## src/esd_pkg.sv

```systemverilog
`timescale 1ns / 1ps
// ----------------------------------------------------------------------------
// esd_pkg
// Shared types, constants and the summing sequence table for the
// elevator-family seek distance block.
// ----------------------------------------------------------------------------
package esd_pkg;

    localparam int MAX_REQUESTS = 64;
    localparam int CYL_BITS     = 16;
    localparam int DIST_BITS    = 18;
    localparam int ADDR_BITS    = $clog2(MAX_REQUESTS);
    localparam int CNT_BITS     = $clog2(MAX_REQUESTS + 1);
    localparam int MAX_STEPS    = 6;
    localparam int STEP_BITS    = $clog2(MAX_STEPS);
    localparam int CFG_ADDR_BITS = 2;

    localparam logic [CFG_ADDR_BITS-1:0] REG_SCAN_MODE       = 2'd0;
    localparam logic [CFG_ADDR_BITS-1:0] REG_CYLINDER_COUNT  = 2'd1;
    localparam logic [CFG_ADDR_BITS-1:0] REG_START_POSITION  = 2'd2;
    localparam logic [CFG_ADDR_BITS-1:0] REG_START_DIRECTION = 2'd3;

    localparam logic [1:0] STATUS_OK   = 2'd0;
    localparam logic [1:0] STATUS_BAD  = 2'd1;
    localparam logic [1:0] STATUS_FULL = 2'd2;

    typedef enum logic [1:0] {
        MODE_SCAN,
        MODE_CSCAN,
        MODE_LOOK,
        MODE_CLOOK
    } mode_t;

    typedef enum logic [1:0] {
        ST_LOAD,
        ST_SCAN,
        ST_SUM,
        ST_OUT
    } state_t;

    typedef enum logic [2:0] {
        OPND_ZERO,
        OPND_S,
        OPND_EDGE,
        OPND_FAR,
        OPND_BMIN,
        OPND_BMAX
    } opnd_t;

    typedef struct packed {
        opnd_t sel;
        logic  sub;
    } step_t;

    // operand and sign for step k of the distance sum
    function automatic step_t step_op(mode_t mode, logic up, logic have_b,
                                      logic [STEP_BITS-1:0] k);
        opnd_t                seq [MAX_STEPS];
        logic [MAX_STEPS-1:0] neg;
        step_t                op;
        for (int i = 0; i < MAX_STEPS; i++) begin
            seq[i] = OPND_ZERO;
        end
        neg = '0;
        if (!have_b) begin
            if (up) begin
                seq[0] = OPND_FAR; seq[1] = OPND_S; neg[1] = 1'b1;
            end else begin
                seq[0] = OPND_S; seq[1] = OPND_FAR; neg[1] = 1'b1;
            end
        end else begin
            case (mode)
                MODE_SCAN: begin
                    if (up) begin
                        seq[0] = OPND_EDGE; seq[1] = OPND_S;    neg[1] = 1'b1;
                        seq[2] = OPND_EDGE; seq[3] = OPND_BMIN; neg[3] = 1'b1;
                    end else begin
                        seq[0] = OPND_S; seq[1] = OPND_BMAX;
                    end
                end
                MODE_CSCAN: begin
                    if (up) begin
                        seq[0] = OPND_EDGE; seq[1] = OPND_S; neg[1] = 1'b1;
                        seq[2] = OPND_EDGE; seq[3] = OPND_BMAX;
                    end else begin
                        seq[0] = OPND_S;    seq[1] = OPND_EDGE;
                        seq[2] = OPND_EDGE; seq[3] = OPND_BMIN; neg[3] = 1'b1;
                    end
                end
                MODE_LOOK: begin
                    if (up) begin
                        seq[0] = OPND_FAR; seq[1] = OPND_S;    neg[1] = 1'b1;
                        seq[2] = OPND_FAR; seq[3] = OPND_BMIN; neg[3] = 1'b1;
                    end else begin
                        seq[0] = OPND_S;    seq[1] = OPND_FAR; neg[1] = 1'b1;
                        seq[2] = OPND_BMAX; seq[3] = OPND_FAR; neg[3] = 1'b1;
                    end
                end
                default: begin
                    if (up) begin
                        seq[0] = OPND_FAR;  seq[1] = OPND_S;    neg[1] = 1'b1;
                        seq[2] = OPND_FAR;  seq[3] = OPND_BMIN; neg[3] = 1'b1;
                        seq[4] = OPND_BMAX; seq[5] = OPND_BMIN; neg[5] = 1'b1;
                    end else begin
                        seq[0] = OPND_S;    seq[1] = OPND_FAR;  neg[1] = 1'b1;
                        seq[2] = OPND_BMAX; seq[3] = OPND_FAR;  neg[3] = 1'b1;
                        seq[4] = OPND_BMAX; seq[5] = OPND_BMIN; neg[5] = 1'b1;
                    end
                end
            endcase
        end
        if (k < STEP_BITS'(MAX_STEPS)) begin
            op.sel = seq[k];
            op.sub = neg[k];
        end else begin
            op.sel = OPND_ZERO;
            op.sub = 1'b0;
        end
        return op;
    endfunction

endpackage

```

## src/elevator_scan_seek_distance.sv

```systemverilog
`timescale 1ns / 1ps
// ----------------------------------------------------------------------------
// elevator_scan_seek_distance
// Stores a batch of cylinder requests, then walks the stored batch and sums
// the head travel for SCAN, C-SCAN, LOOK or C-LOOK with one shared adder.
// ----------------------------------------------------------------------------
// sequence: requests load one per cycle while s_ready is high; after the last
//   item the stored batch is read back one request per cycle, then six adder
//   steps run before the result is valid
// throughput: one batch at a time, not ready from last item until result taken
// reset: synchronous active-low aresetn clears the batch and loads the
//   register reset values
module elevator_scan_seek_distance (
    input  logic                                aclk,
    input  logic                                aresetn,
    input  logic                                cfg_we,
    input  logic [esd_pkg::CFG_ADDR_BITS-1:0]   cfg_addr,
    input  logic [esd_pkg::CYL_BITS-1:0]        cfg_wdata,
    input  logic                                s_valid,
    output logic                                s_ready,
    input  logic [esd_pkg::CYL_BITS-1:0]        s_request_cylinder,
    input  logic                                s_last_request,
    output logic                                m_valid,
    input  logic                                m_ready,
    output logic [esd_pkg::DIST_BITS-1:0]       m_total_distance,
    output logic [1:0]                          m_status
);

    localparam int CB = esd_pkg::CYL_BITS;
    localparam int DB = esd_pkg::DIST_BITS;

    // configuration
    esd_pkg::mode_t  scan_mode_reg;
    logic [CB-1:0]   cylinder_count_reg;
    logic [CB-1:0]   start_position_reg;
    logic            start_direction_reg;

    always_ff @(posedge aclk) begin
        if (!aresetn) begin
            scan_mode_reg       <= esd_pkg::MODE_SCAN;
            cylinder_count_reg  <= CB'(200);
            start_position_reg  <= '0;
            start_direction_reg <= 1'b1;
        end else if (cfg_we) begin
            case (cfg_addr)
                esd_pkg::REG_SCAN_MODE:       scan_mode_reg <= esd_pkg::mode_t'(cfg_wdata[1:0]);
                esd_pkg::REG_CYLINDER_COUNT:  cylinder_count_reg <= cfg_wdata;
                esd_pkg::REG_START_POSITION:  start_position_reg <= cfg_wdata;
                esd_pkg::REG_START_DIRECTION: start_direction_reg <= cfg_wdata[0];
                default: ;
            endcase
        end
    end

    // request store
    logic [CB-1:0] mem [esd_pkg::MAX_REQUESTS];
    logic [CB-1:0] mem_q;

    esd_pkg::state_t               state_reg, state_next;
    logic [esd_pkg::CNT_BITS-1:0]  cnt_reg, cnt_next;
    logic [esd_pkg::CNT_BITS-1:0]  idx_reg, idx_next;
    logic                          rd_vld_reg, rd_vld_next;
    logic                          bad_reg, bad_next;
    logic                          full_reg, full_next;
    logic [CB-1:0]                 s_pos_reg, s_pos_next;
    logic [CB-1:0]                 edge_reg, edge_next;
    logic                          up_reg, up_next;
    logic [CB-1:0]                 far_reg, far_next;
    logic [CB-1:0]                 bmin_reg, bmin_next;
    logic [CB-1:0]                 bmax_reg, bmax_next;
    logic                          have_b_reg, have_b_next;
    logic [esd_pkg::STEP_BITS-1:0] k_reg, k_next;
    logic [DB-1:0]                 acc_reg, acc_next;
    logic                          m_valid_reg, m_valid_next;
    logic [DB-1:0]                 dist_reg, dist_next;
    logic [1:0]                    status_reg, status_next;

    logic          in_acc;
    logic          store_ok;
    logic          issue;
    logic          scan_done;
    logic          r_ahead;
    logic [CB-1:0] edge_c;
    logic [CB-1:0] s_clamp;
    esd_pkg::step_t op;
    logic [DB-1:0] opnd;
    logic [DB-1:0] sum;
    logic [1:0]    status_c;

    assign in_acc    = s_valid && s_ready;
    assign store_ok  = cnt_reg < esd_pkg::CNT_BITS'(esd_pkg::MAX_REQUESTS);
    assign issue     = (state_reg == esd_pkg::ST_SCAN) && (idx_reg < cnt_reg);
    assign scan_done = !issue && !rd_vld_reg;
    assign edge_c    = cylinder_count_reg - CB'(1);
    assign s_clamp   = (start_position_reg > edge_c) ? edge_c : start_position_reg;
    assign r_ahead   = up_reg ? (mem_q >= s_pos_reg) : (mem_q <= s_pos_reg);

    always_ff @(posedge aclk) begin
        if (in_acc && store_ok) begin
            mem[cnt_reg[esd_pkg::ADDR_BITS-1:0]] <= s_request_cylinder;
        end
        if (issue) begin
            mem_q <= mem[idx_reg[esd_pkg::ADDR_BITS-1:0]];
        end
    end

    // shared add/subtract unit
    assign op = esd_pkg::step_op(scan_mode_reg, up_reg, have_b_reg, k_reg);

    always_comb begin
        case (op.sel)
            esd_pkg::OPND_S:    opnd = DB'(s_pos_reg);
            esd_pkg::OPND_EDGE: opnd = DB'(edge_reg);
            esd_pkg::OPND_FAR:  opnd = DB'(far_reg);
            esd_pkg::OPND_BMIN: opnd = DB'(bmin_reg);
            esd_pkg::OPND_BMAX: opnd = DB'(bmax_reg);
            default:            opnd = '0;
        endcase
    end

    assign sum = op.sub ? (acc_reg - opnd) : (acc_reg + opnd);

    always_comb begin
        if (bad_reg) begin
            status_c = esd_pkg::STATUS_BAD;
        end else if (full_reg) begin
            status_c = esd_pkg::STATUS_FULL;
        end else begin
            status_c = esd_pkg::STATUS_OK;
        end
    end

    // next state
    always_comb begin
        state_next = state_reg;
        case (state_reg)
            esd_pkg::ST_LOAD: begin
                if (in_acc && s_last_request) begin
                    state_next = esd_pkg::ST_SCAN;
                end
            end
            esd_pkg::ST_SCAN: begin
                if (scan_done) begin
                    state_next = esd_pkg::ST_SUM;
                end
            end
            esd_pkg::ST_SUM: begin
                if (k_reg == esd_pkg::STEP_BITS'(esd_pkg::MAX_STEPS - 1)) begin
                    state_next = esd_pkg::ST_OUT;
                end
            end
            esd_pkg::ST_OUT: begin
                if (m_ready) begin
                    state_next = esd_pkg::ST_LOAD;
                end
            end
            default: state_next = esd_pkg::ST_LOAD;
        endcase
    end

    // datapath and outputs
    always_comb begin
        cnt_next     = cnt_reg;
        idx_next     = idx_reg;
        rd_vld_next  = 1'b0;
        bad_next     = bad_reg;
        full_next    = full_reg;
        s_pos_next   = s_pos_reg;
        edge_next    = edge_reg;
        up_next      = up_reg;
        far_next     = far_reg;
        bmin_next    = bmin_reg;
        bmax_next    = bmax_reg;
        have_b_next  = have_b_reg;
        k_next       = k_reg;
        acc_next     = acc_reg;
        m_valid_next = m_valid_reg;
        dist_next    = dist_reg;
        status_next  = status_reg;
        case (state_reg)
            esd_pkg::ST_LOAD: begin
                if (in_acc) begin
                    if (store_ok) begin
                        cnt_next = cnt_reg + 1'b1;
                    end else begin
                        full_next = 1'b1;
                    end
                    if (s_last_request) begin
                        idx_next    = '0;
                        s_pos_next  = s_clamp;
                        edge_next   = edge_c;
                        up_next     = start_direction_reg;
                        far_next    = s_clamp;
                        have_b_next = 1'b0;
                    end
                end
            end
            esd_pkg::ST_SCAN: begin
                rd_vld_next = issue;
                if (issue) begin
                    idx_next = idx_reg + 1'b1;
                end
                if (rd_vld_reg) begin
                    if (mem_q >= cylinder_count_reg) begin
                        bad_next = 1'b1;
                    end
                    if (r_ahead) begin
                        if (up_reg && mem_q > far_reg) begin
                            far_next = mem_q;
                        end
                        if (!up_reg && mem_q < far_reg) begin
                            far_next = mem_q;
                        end
                    end else begin
                        if (!have_b_reg || mem_q < bmin_reg) begin
                            bmin_next = mem_q;
                        end
                        if (!have_b_reg || mem_q > bmax_reg) begin
                            bmax_next = mem_q;
                        end
                        have_b_next = 1'b1;
                    end
                end
                if (scan_done) begin
                    k_next   = '0;
                    acc_next = '0;
                    if (cnt_reg == '0 && !full_reg) begin
                        bad_next = 1'b1;
                    end
                end
            end
            esd_pkg::ST_SUM: begin
                acc_next = sum;
                k_next   = k_reg + 1'b1;
                if (k_reg == esd_pkg::STEP_BITS'(esd_pkg::MAX_STEPS - 1)) begin
                    m_valid_next = 1'b1;
                    status_next  = status_c;
                    dist_next    = (status_c == esd_pkg::STATUS_OK) ? sum : '0;
                end
            end
            esd_pkg::ST_OUT: begin
                if (m_ready) begin
                    m_valid_next = 1'b0;
                    cnt_next     = '0;
                    bad_next     = 1'b0;
                    full_next    = 1'b0;
                end
            end
            default: ;
        endcase
    end

    always_ff @(posedge aclk) begin
        if (!aresetn) begin
            state_reg   <= esd_pkg::ST_LOAD;
            cnt_reg     <= '0;
            idx_reg     <= '0;
            rd_vld_reg  <= 1'b0;
            bad_reg     <= 1'b0;
            full_reg    <= 1'b0;
            k_reg       <= '0;
            m_valid_reg <= 1'b0;
        end else begin
            state_reg   <= state_next;
            cnt_reg     <= cnt_next;
            idx_reg     <= idx_next;
            rd_vld_reg  <= rd_vld_next;
            bad_reg     <= bad_next;
            full_reg    <= full_next;
            k_reg       <= k_next;
            m_valid_reg <= m_valid_next;
        end
    end

    always_ff @(posedge aclk) begin
        s_pos_reg  <= s_pos_next;
        edge_reg   <= edge_next;
        up_reg     <= up_next;
        far_reg    <= far_next;
        bmin_reg   <= bmin_next;
        bmax_reg   <= bmax_next;
        have_b_reg <= have_b_next;
        acc_reg    <= acc_next;
        dist_reg   <= dist_next;
        status_reg <= status_next;
    end

    assign s_ready          = (state_reg == esd_pkg::ST_LOAD);
    assign m_valid          = m_valid_reg;
    assign m_total_distance = dist_reg;
    assign m_status         = status_reg;

endmodule
```

## config.mk

```make
export PLATFORM = sky130hd
export DESIGN_NAME = elevator_scan_seek_distance
export DESIGN_NICKNAME = d
export VERILOG_FILES = /design/src/esd_pkg.sv /design/src/elevator_scan_seek_distance.sv
export SDC_FILE = /design/constraint.sdc
export NUM_CORES = 1
export LEC_CHECK = 0
export BUFFER_PORTS_ARGS = -buffer_cell sky130_fd_sc_hd__buf_2
export CAP_MARGIN = 20
export CORE_MARGIN = 3
export CORE_UTILIZATION = 62
export CTS_BUF_LIST = sky130_fd_sc_hd__clkbuf_4 sky130_fd_sc_hd__clkbuf_8
export CTS_CLUSTER_DIAMETER = 60
export DETAILED_ROUTE_END_ITERATION = 8
export HOLD_SLACK_MARGIN = 0.08
export PLACE_DENSITY = 0.88
export SYNTH_ARGS = -nofsm -noshare
export SYNTH_HDL_FRONTEND = slang
export SYNTH_SLANG_ARGS = --single-unit
```

## constraint.sdc

```tcl
create_clock -name aclk -period 5.94 [get_ports aclk]
set_input_delay 0.594 -clock aclk [delete_from_list [all_inputs] [get_ports aclk]]
set_output_delay 0.594 -clock aclk [all_outputs]
set_load 0.01 [all_outputs]
```

==> results of run 1 <==
## worst max-delay path, cell delays in order (launching register included)
cell                        delay (ps)
sky130_fd_sc_hd__edfxtp_1          500
sky130_fd_sc_hd__buf_4             230
sky130_fd_sc_hd__nor2b_1           220
sky130_fd_sc_hd__a21oi_1            90
sky130_fd_sc_hd__a211oi_1          450
sky130_fd_sc_hd__a21oi_4           200
sky130_fd_sc_hd__a221oi_2          480
sky130_fd_sc_hd__ha_1              300
sky130_fd_sc_hd__inv_1             100
sky130_fd_sc_hd__o21ai_0           260
sky130_fd_sc_hd__xnor2_1           110
sky130_fd_sc_hd__ha_1              350
sky130_fd_sc_hd__nand2_1            80
sky130_fd_sc_hd__o21ai_0           250
sky130_fd_sc_hd__o211ai_1          170
sky130_fd_sc_hd__a211o_1           320
sky130_fd_sc_hd__o2111ai_1         210
sky130_fd_sc_hd__o211ai_1          180
sky130_fd_sc_hd__o21ai_2           300
sky130_fd_sc_hd__nor3_1             70
sky130_fd_sc_hd__o21ai_0           180
sky130_fd_sc_hd__nand3_1           110
## layout make-up
type	instances	area, um^2
flip-flops and latches	1218	36000
fillers	4628	23900
multi-input cells	1252	14100
clock buffers	244	2990
repair buffers	192	1630
well taps	1060	1330
clock inverters	92	536
inverters	121	454
diodes	1	2.50
## report_power, final
group,internal [uW],leakage (uW),total [uW],switching (uW)
clock,3390,0.00186,6730,3340
sequential,9820,0.0109,10000,201
combinational,1460,0.00588,3600,2140
total,14700,0.0187,20400,5670
## per-layer routing
layer  GRT usage [%]  up-vias  wire length, um
met3            6.59      340            13300
met2            49.8     1988            67200
met5               0        -               56
li1                -    11512                -
met1            39.4    14216            46400
met4            12.0        8             5550
## worst paths after layout
| kind | start | endpoint | slack [ps] |
|---|---|---|---|
| max | up_reg | acc_reg[17] | 460 |
| min | cfg_addr[1] | start_direction_reg | 140 |
| max reg2reg | up_reg | acc_reg[17] | 460 |
| min reg2reg | cylinder_count_reg[4] | cylinder_count_reg[4] | 490 |
## stage by stage
step	util, %	total power, uW	hold slack [ps]	instance area (um^2)	setup slack [ps]
floorplan	-	12600	408	50900	1150
global placement	65.4	13500	457	52900	348
detailed placement	65.4	13700	475	53000	8.75
CTS	70.0	20200	91.5	56600	213
global route	70.5	21100	113	57100	79.1
finish	70.5	20400	141	57100	463
## cell usage in the layout, fill, tap and decap left out, types with 17 or more instances in the layout
cell	Yosys	layout
sky130_fd_sc_hd__xor2_1	22	22
sky130_fd_sc_hd__mux2_2	42	42
sky130_fd_sc_hd__clkbuf_4	0	59
sky130_fd_sc_hd__nor2_1	139	135
sky130_fd_sc_hd__buf_12	0	22
sky130_fd_sc_hd__nand4_1	29	29
sky130_fd_sc_hd__clkinv_1	1	62
sky130_fd_sc_hd__nor3_1	18	17
sky130_fd_sc_hd__buf_2	7	61
sky130_fd_sc_hd__nor2b_1	24	24
sky130_fd_sc_hd__nand3_1	34	34
sky130_fd_sc_hd__clkbuf_8	0	185
sky130_fd_sc_hd__nand2_1	122	122
sky130_fd_sc_hd__edfxtp_1	1160	1160
sky130_fd_sc_hd__dlygate4sd3_1	0	17
sky130_fd_sc_hd__dfxtp_1	58	53
sky130_fd_sc_hd__a21boi_0	33	33
sky130_fd_sc_hd__buf_4	1	89
sky130_fd_sc_hd__a21o_1	31	31
sky130_fd_sc_hd__inv_1	119	119
sky130_fd_sc_hd__xnor2_1	29	29
sky130_fd_sc_hd__ha_1	129	129
sky130_fd_sc_hd__a21oi_1	42	41
sky130_fd_sc_hd__mux4_2	336	336
sky130_fd_sc_hd__o21ai_0	37	37
## kinds of logic (layout without fill, tap and decap cells)
kind of cell | after synthesis | in the layout | synth area share, %
AO/OA/AOI/OAI | 245 | 245 | 3.38
XOR/XNOR | 51 | 51 | 0.877
adder cells (fa/ha/maj) | 130 | 130 | 3.21
buffers and inverters | 237 | 649 | 1.81
flip-flops | 1218 | 1218 | 70.7
multiplexers | 386 | 386 | 15.9
other | 0 | 1 | 0
AND/OR/NAND/NOR | 440 | 440 | 4.13
## what timing repair did
action                                 CTS  global route
endpoints found under the hold margin   34             0
setup buffers                            0             1
setup endpoints to repair                2             6
resized for setup                        1             9
pin swaps                                0             1
hold buffers                            17             0
==> Implementation_results.wiki, run 1 <==
{| class="wikitable"
! Metric !! Value
|-
| Result of the run || finished clean
|-
| Final critical-path share of the clock period || 92.2%
|-
| Starting density of the core || 62.9%
|-
| Slew at the pin closest to its max-slew limit || 1200 ps
|-
| Via count of the first global-routing pass || 28.4k
|-
| CTS buffer count || 183
|-
| Warning count from the yosys run || 0
|-
| Shortest clock period the worst path allows after layout || 5480 ps
|-
| FP Rows || 104
|-
| Maximum clock path buffer count || 3
|-
| #FFs+latches synth || 1,218
|-
| Post-Syn Instances || 2,707
|-
| WL per Instance || 31.7 um
|-
| Maximum vdd ir drop || 319 uV
|-
| CTS sink cnt || 1,218
|-
| Clock transition at the register clock pins on the worst setup and hold paths after CTS || 70 ps
|-
| Leakage power of the design || 0.0187 uW
|-
| Type of the tightest min-delay check || input port to register
|-
| Headroom to the max-slew limit || 20.1%
|-
| Via count of the routed design || 28.1k
|-
| Clock tree root driver cell || sky130_fd_sc_hd__clkbuf_8
|-
| Leading post-synthesis cells by instance count || sky130_fd_sc_hd__edfxtp_1 (1,160), sky130_fd_sc_hd__mux4_2 (336), sky130_fd_sc_hd__nor2_1 (139)
|-
| Global-route wire length before repair || 187,000 um
|-
| Worst skew pair latency || 850 ps
|-
| Vertical die dimension || 293 um
|-
| Ys async rst share || 0%
|-
| Layout Cells excl Fill || 4,180
|-
| Global Route Usage Sum || 30.0%
|-
| Antenna violations before repair || 4
|-
| Remaining DRCs || 0
|-
| Cell area after technology mapping || 0.0509 mm^2
|-
| Finish-stage setup viols || 0
|-
| Port Buffer Count || 61
|-
| Post-synth EDFFs || 1,160
|-
| Number of DRC markers after the initial detailed-route iteration || 3,749
|-
| Core Box Area || 0.0809 mm^2
|-
| Mapped Avg Cell Area || 18.8 um^2
|-
| Maximum achievable frequency || 183 MHz
|-
| I/O pin count || 62
|-
| CTS tree || built
|-
| Drt pass-1 iters || 6
|-
| Setup clock skew after layout || 70.1 ps
|-
| Fraction of layout cells with a size suffix above 1 || 27.6%
|-
| Floorplan die width || 293 um
|-
| Number of nets in the synthesized netlist || 2,877
|-
| Layout area overhead || 12.0%
|-
| Largest cells by area after synthesis || sky130_fd_sc_hd__edfxtp_1 (68%), sky130_fd_sc_hd__mux4_2 (15%), sky130_fd_sc_hd__ha_1 (3.2%)
|-
| Portion of synthesized cell area occupied by the leading cell type || 68.4%
|-
| Power per standard cell area || 357 mW/mm^2
|-
| Routed via count divided by cell count || 6.71
|-
| Setup TNS || 0 ps
|-
| Routability congestion estimate from global placement || 0.887
|-
| Total of max-cap violations || 0
|-
| Post-route antenna net violation count || 0
|-
| Crit path arrival time || 6040 ps
|-
| Critical Path Source Type || register
|-
| Biggest area consumer among synthesized cells || sky130_fd_sc_hd__edfxtp_1
|-
| H-tree Lvls || 4
|-
| Distinct cell type count of the synthesized netlist || 73
|-
| Hold Vio Cnt, Final || 0
|-
| Maximum fanout along the worst path || 16
|-
| Critical Path RT || 6510 ps
|-
| Proportion of synthesized chip area in sequential cells || 70.7%
|-
| Final HPWL from detailed placement || 79,800 um
|-
| Unrepaired setup endpoints after global routing || no
|-
| Kind of critical path || register to register
|-
| Max Transition Viols Final || 0
|-
| Grt total ovfl || 0
|-
| Number of nets in the finished design || 3,138
|-
| Worst setup EP type || register
|-
| Logic depth of the worst register-to-register path || 21
|-
| Hold Crit Depth || 4
|-
| Pin count of the biggest net entering global routing || 138
|-
| Main synth FF type || sky130_fd_sc_hd__edfxtp_1
|-
| Die outline area || 0.0856 mm^2
|-
| Flip-flop count of the largest register, all copies and words added || 1,024
|-
| Most frequent cell after synthesis || sky130_fd_sc_hd__edfxtp_1
|-
| Cells after DPL || 3,807
|-
| Final wirelength || 133,000 um
|}
No activity file was read; power rests on OpenSTA's default activity.
==> run 2, diff against run 1 <==
- ABC_CLOCK_PERIOD_IN_PS: unset -> 5940
- CORE_UTILIZATION: 62 -> 60
- PLACE_DENSITY: 0.88 -> 0.86
- TNS_END_PERCENT: unset -> 10
==> run 2 against run 1 <==
Net effect:
- register-to-register slack gained 50 ps
- critical path depth shrank 3
- sequential share of layout area shrank 0.45 points
- critical endpoint unchanged
- global-route usage shrank 1.8 points
- die area grew 3.3%
- highest routed layer unchanged
- cell count grew 1.8%
==> Implementation_results.wiki, run 2 (same netlist as run 1, synthesis figures left out) <==
{| class="wikitable"
! Metric !! Value
|-
| Share of power burned in the clock network || 34.8%
|-
| Maximum achievable frequency || 184 MHz
|-
| Unrepaired setup endpoints after global routing || no
|-
| Shortest clock period the worst path allows after layout || 5430 ps
|-
| Sequential share of power || 48.1%
|-
| H-tree Lvls || 4
|-
| Worst Setup Slack, final || 511 ps
|-
| Post-placement setup slack || 346 ps
|-
| Slowest stage cell on the critical path || sky130_fd_sc_hd__dfxtp_1
|-
| Met1 track utilization from global routing || 37.9%
|-
| Starting density of the core || 60.8%
|-
| CTS sink cnt || 1,218
|-
| Kind of critical path || register to register
|-
| Total power after layout || 20,900 uW
|-
| Core Box Area || 0.0838 mm^2
|-
| Floorplan die width || 297 um
|-
| Pin count of the biggest net entering global routing || 142
|-
| CTS tree || built
|-
| Power per standard cell area || 363 mW/mm^2
|-
| Post-route antenna net violation count || 0
|-
| Routed via count divided by cell count || 6.64
|-
| Switching share of total power || 27.8%
|-
| Leakage power of the design || 0.0188 uW
|-
| Maximum clock path buffer count || 3
|-
| Post-layout instance area || 0.0575 mm^2
|-
| Via count of the routed design || 28.3k
|-
| Finish-stage setup viols || 0
|-
| Remaining DRCs || 0
|-
| I/O pin count || 62
|-
| Commonest non-fill, non-tap cell in the layout || sky130_fd_sc_hd__edfxtp_1
|-
| Die outline area || 0.0884 mm^2
|-
| Port Buffer Count || 61
|-
| Commonest cells after routing, fill and taps aside || sky130_fd_sc_hd__edfxtp_1 (1,160), sky130_fd_sc_hd__mux4_2 (336), sky130_fd_sc_hd__clkbuf_8 (188)
|-
| Slew at the pin closest to its max-slew limit || 1130 ps
|-
| Via count of the first global-routing pass || 28.2k
|-
| Antenna violations before repair || 2
|-
| Max Transition Viols Final || 0
|-
| Layout area overhead || 12.8%
|-
| Final critical-path share of the clock period || 91.4%
|-
| Buffers & Inverters on Critical Path || 2
|-
| Hold Crit Depth || 1
|-
| Routability congestion estimate from global placement || 0.918
|-
| Number of DRC markers after the initial detailed-route iteration || 4,353
|-
| Global-route wire length before repair || 184,000 um
|-
| Worst skew pair latency || 900 ps
|-
| Type of the tightest min-delay check || input port to register
|-
| Setup clock skew after layout || 58.9 ps
|-
| Internal Power || 15,100 uW
|-
| Crit path arrival time || 6020 ps
|-
| Vertical die dimension || 297 um
|-
| Hold Vio Cnt, Final || 0
|-
| Reported net switching power || 5790 uW
|-
| Setup TNS || 0 ps
|-
| CTS buffer count || 184
|-
| WL per Instance || 30.8 um
|-
| Final core utilization || 68.6%
|-
| Cell area after placement || 0.0529 mm^2
|-
| Global Route Usage Sum || 28.2%
|-
| Met2 Use GR || 46.8%
|-
| Flip-flop count of the largest register, all copies and words added || 1,024
|-
| Grt total ovfl || 0
|-
| Total of max-cap violations || 0
|-
| Result of the run || finished clean
|-
| Clock tree root driver cell || sky130_fd_sc_hd__clkbuf_8
|-
| FP Rows || 106
|-
| Maximum vdd ir drop || 293 uV
|-
| Worst setup EP type || register
|-
| Final HPWL from detailed placement || 73,100 um
|-
| Final wirelength || 131,000 um
|-
| Chain of cells forming the critical path || a21oi_1, a2bb2oi_1, o211ai_4, buf_4, buf_4, mux2_2, a221oi_1, nand4_1, nor3_4, a21oi_1, xor2_1, ha_1, or3_1, o211ai_1, o21ai_1, and3_1, o21ai_0, nand3_1
|-
| Highest-utilization routing layer at the global route stage || met2
|-
| Clock transition at the register clock pins on the worst setup and hold paths after CTS || 70 ps
|-
| Met3 layer usage reported by global route || 6.06%
|-
| Critical Path RT || 6540 ps
|-
| Slowest Stage Delay on Critical Path || 680 ps
|-
| Logic depth of the worst register-to-register path || 18
|-
| Worst path top cell family by delay || compound AO/OA/AOI/OAI gates
|-
| Combinational group share of total power || 17.2%
|-
| Maximum fanout along the worst path || 19
|-
| Number of nets in the finished design || 3,136
|-
| Drt pass-1 iters || 8
|-
| Fraction of layout cells with a size suffix above 1 || 28.5%
|-
| Critical Path Source Type || register
|-
| Stages on the worst setup path || 18
|-
| Headroom to the max-slew limit || 24.9%
|}
==> run 2: worst paths after layout <==
kind	from	endpoint	slack, ps
max reg2reg	k_reg[1]	acc_reg[17]	510
max	k_reg[1]	acc_reg[17]	510
min reg2reg	cylinder_count_reg[4]	cylinder_count_reg[4]	480
min	s_request_cylinder[14]	mem[51][14]	110
==> run 2: power by group through the flow <==
stage | logic (uW) | clock network, uW | registers [uW]
4_1_cts | 3510 | 7210 | 10000
2_1_floorplan | 2450 | 0 | 10100
3_5_place_dp | 3460 | 0 | 10200
6_report | 3580 | 7260 | 10000
3_3_place_gp | 3330 | 0 | 10200
5_1_grt | 3930 | 7660 | 10100
==> run 2: routing by layer <==
| metal | up-vias | share of wire (%) |
|---|---|---|
| met4 | 2 | 4.0 |
| met2 | 2140 | 51 |
| met5 | - | 0.0099 |
| met1 | 14229 | 34 |
| li1 | 11505 | - |
| met3 | 382 | 11 |
==> run 2: repair_timing <==
action | CTS | global route
gates resized for setup | 0 | 2
endpoints found under the setup margin | 0 | 4
hold endpoints to repair | 36 | 0
hold buffers | 17 | 0
buffers inserted | 0 | 4
==> run 2: layout make-up <==
| type | count | area, um^2 |
|---|---|---|
| diodes | 4 | 10.0 |
| clock buffers | 234 | 2930 |
| clock inverters | 105 | 886 |
| fillers | 4929 | 26300 |
| inverters | 121 | 454 |
| multi-input cells | 1252 | 14100 |
| flip-flops and latches | 1218 | 36000 |
| well taps | 1134 | 1420 |
| repair buffers | 189 | 1650 |
==> run 2: metrics by stage <==
| stage | cells | hold WS, ps |
|---|---|---|
| final | 4257 | 107 |
| after global routing | 4254 | 85.4 |
| after CTS | 4219 | 104 |
| after detailed placement | 3863 | 469 |
| after global placement | 3863 | 459 |
| after floorplan | 2707 | 408 |
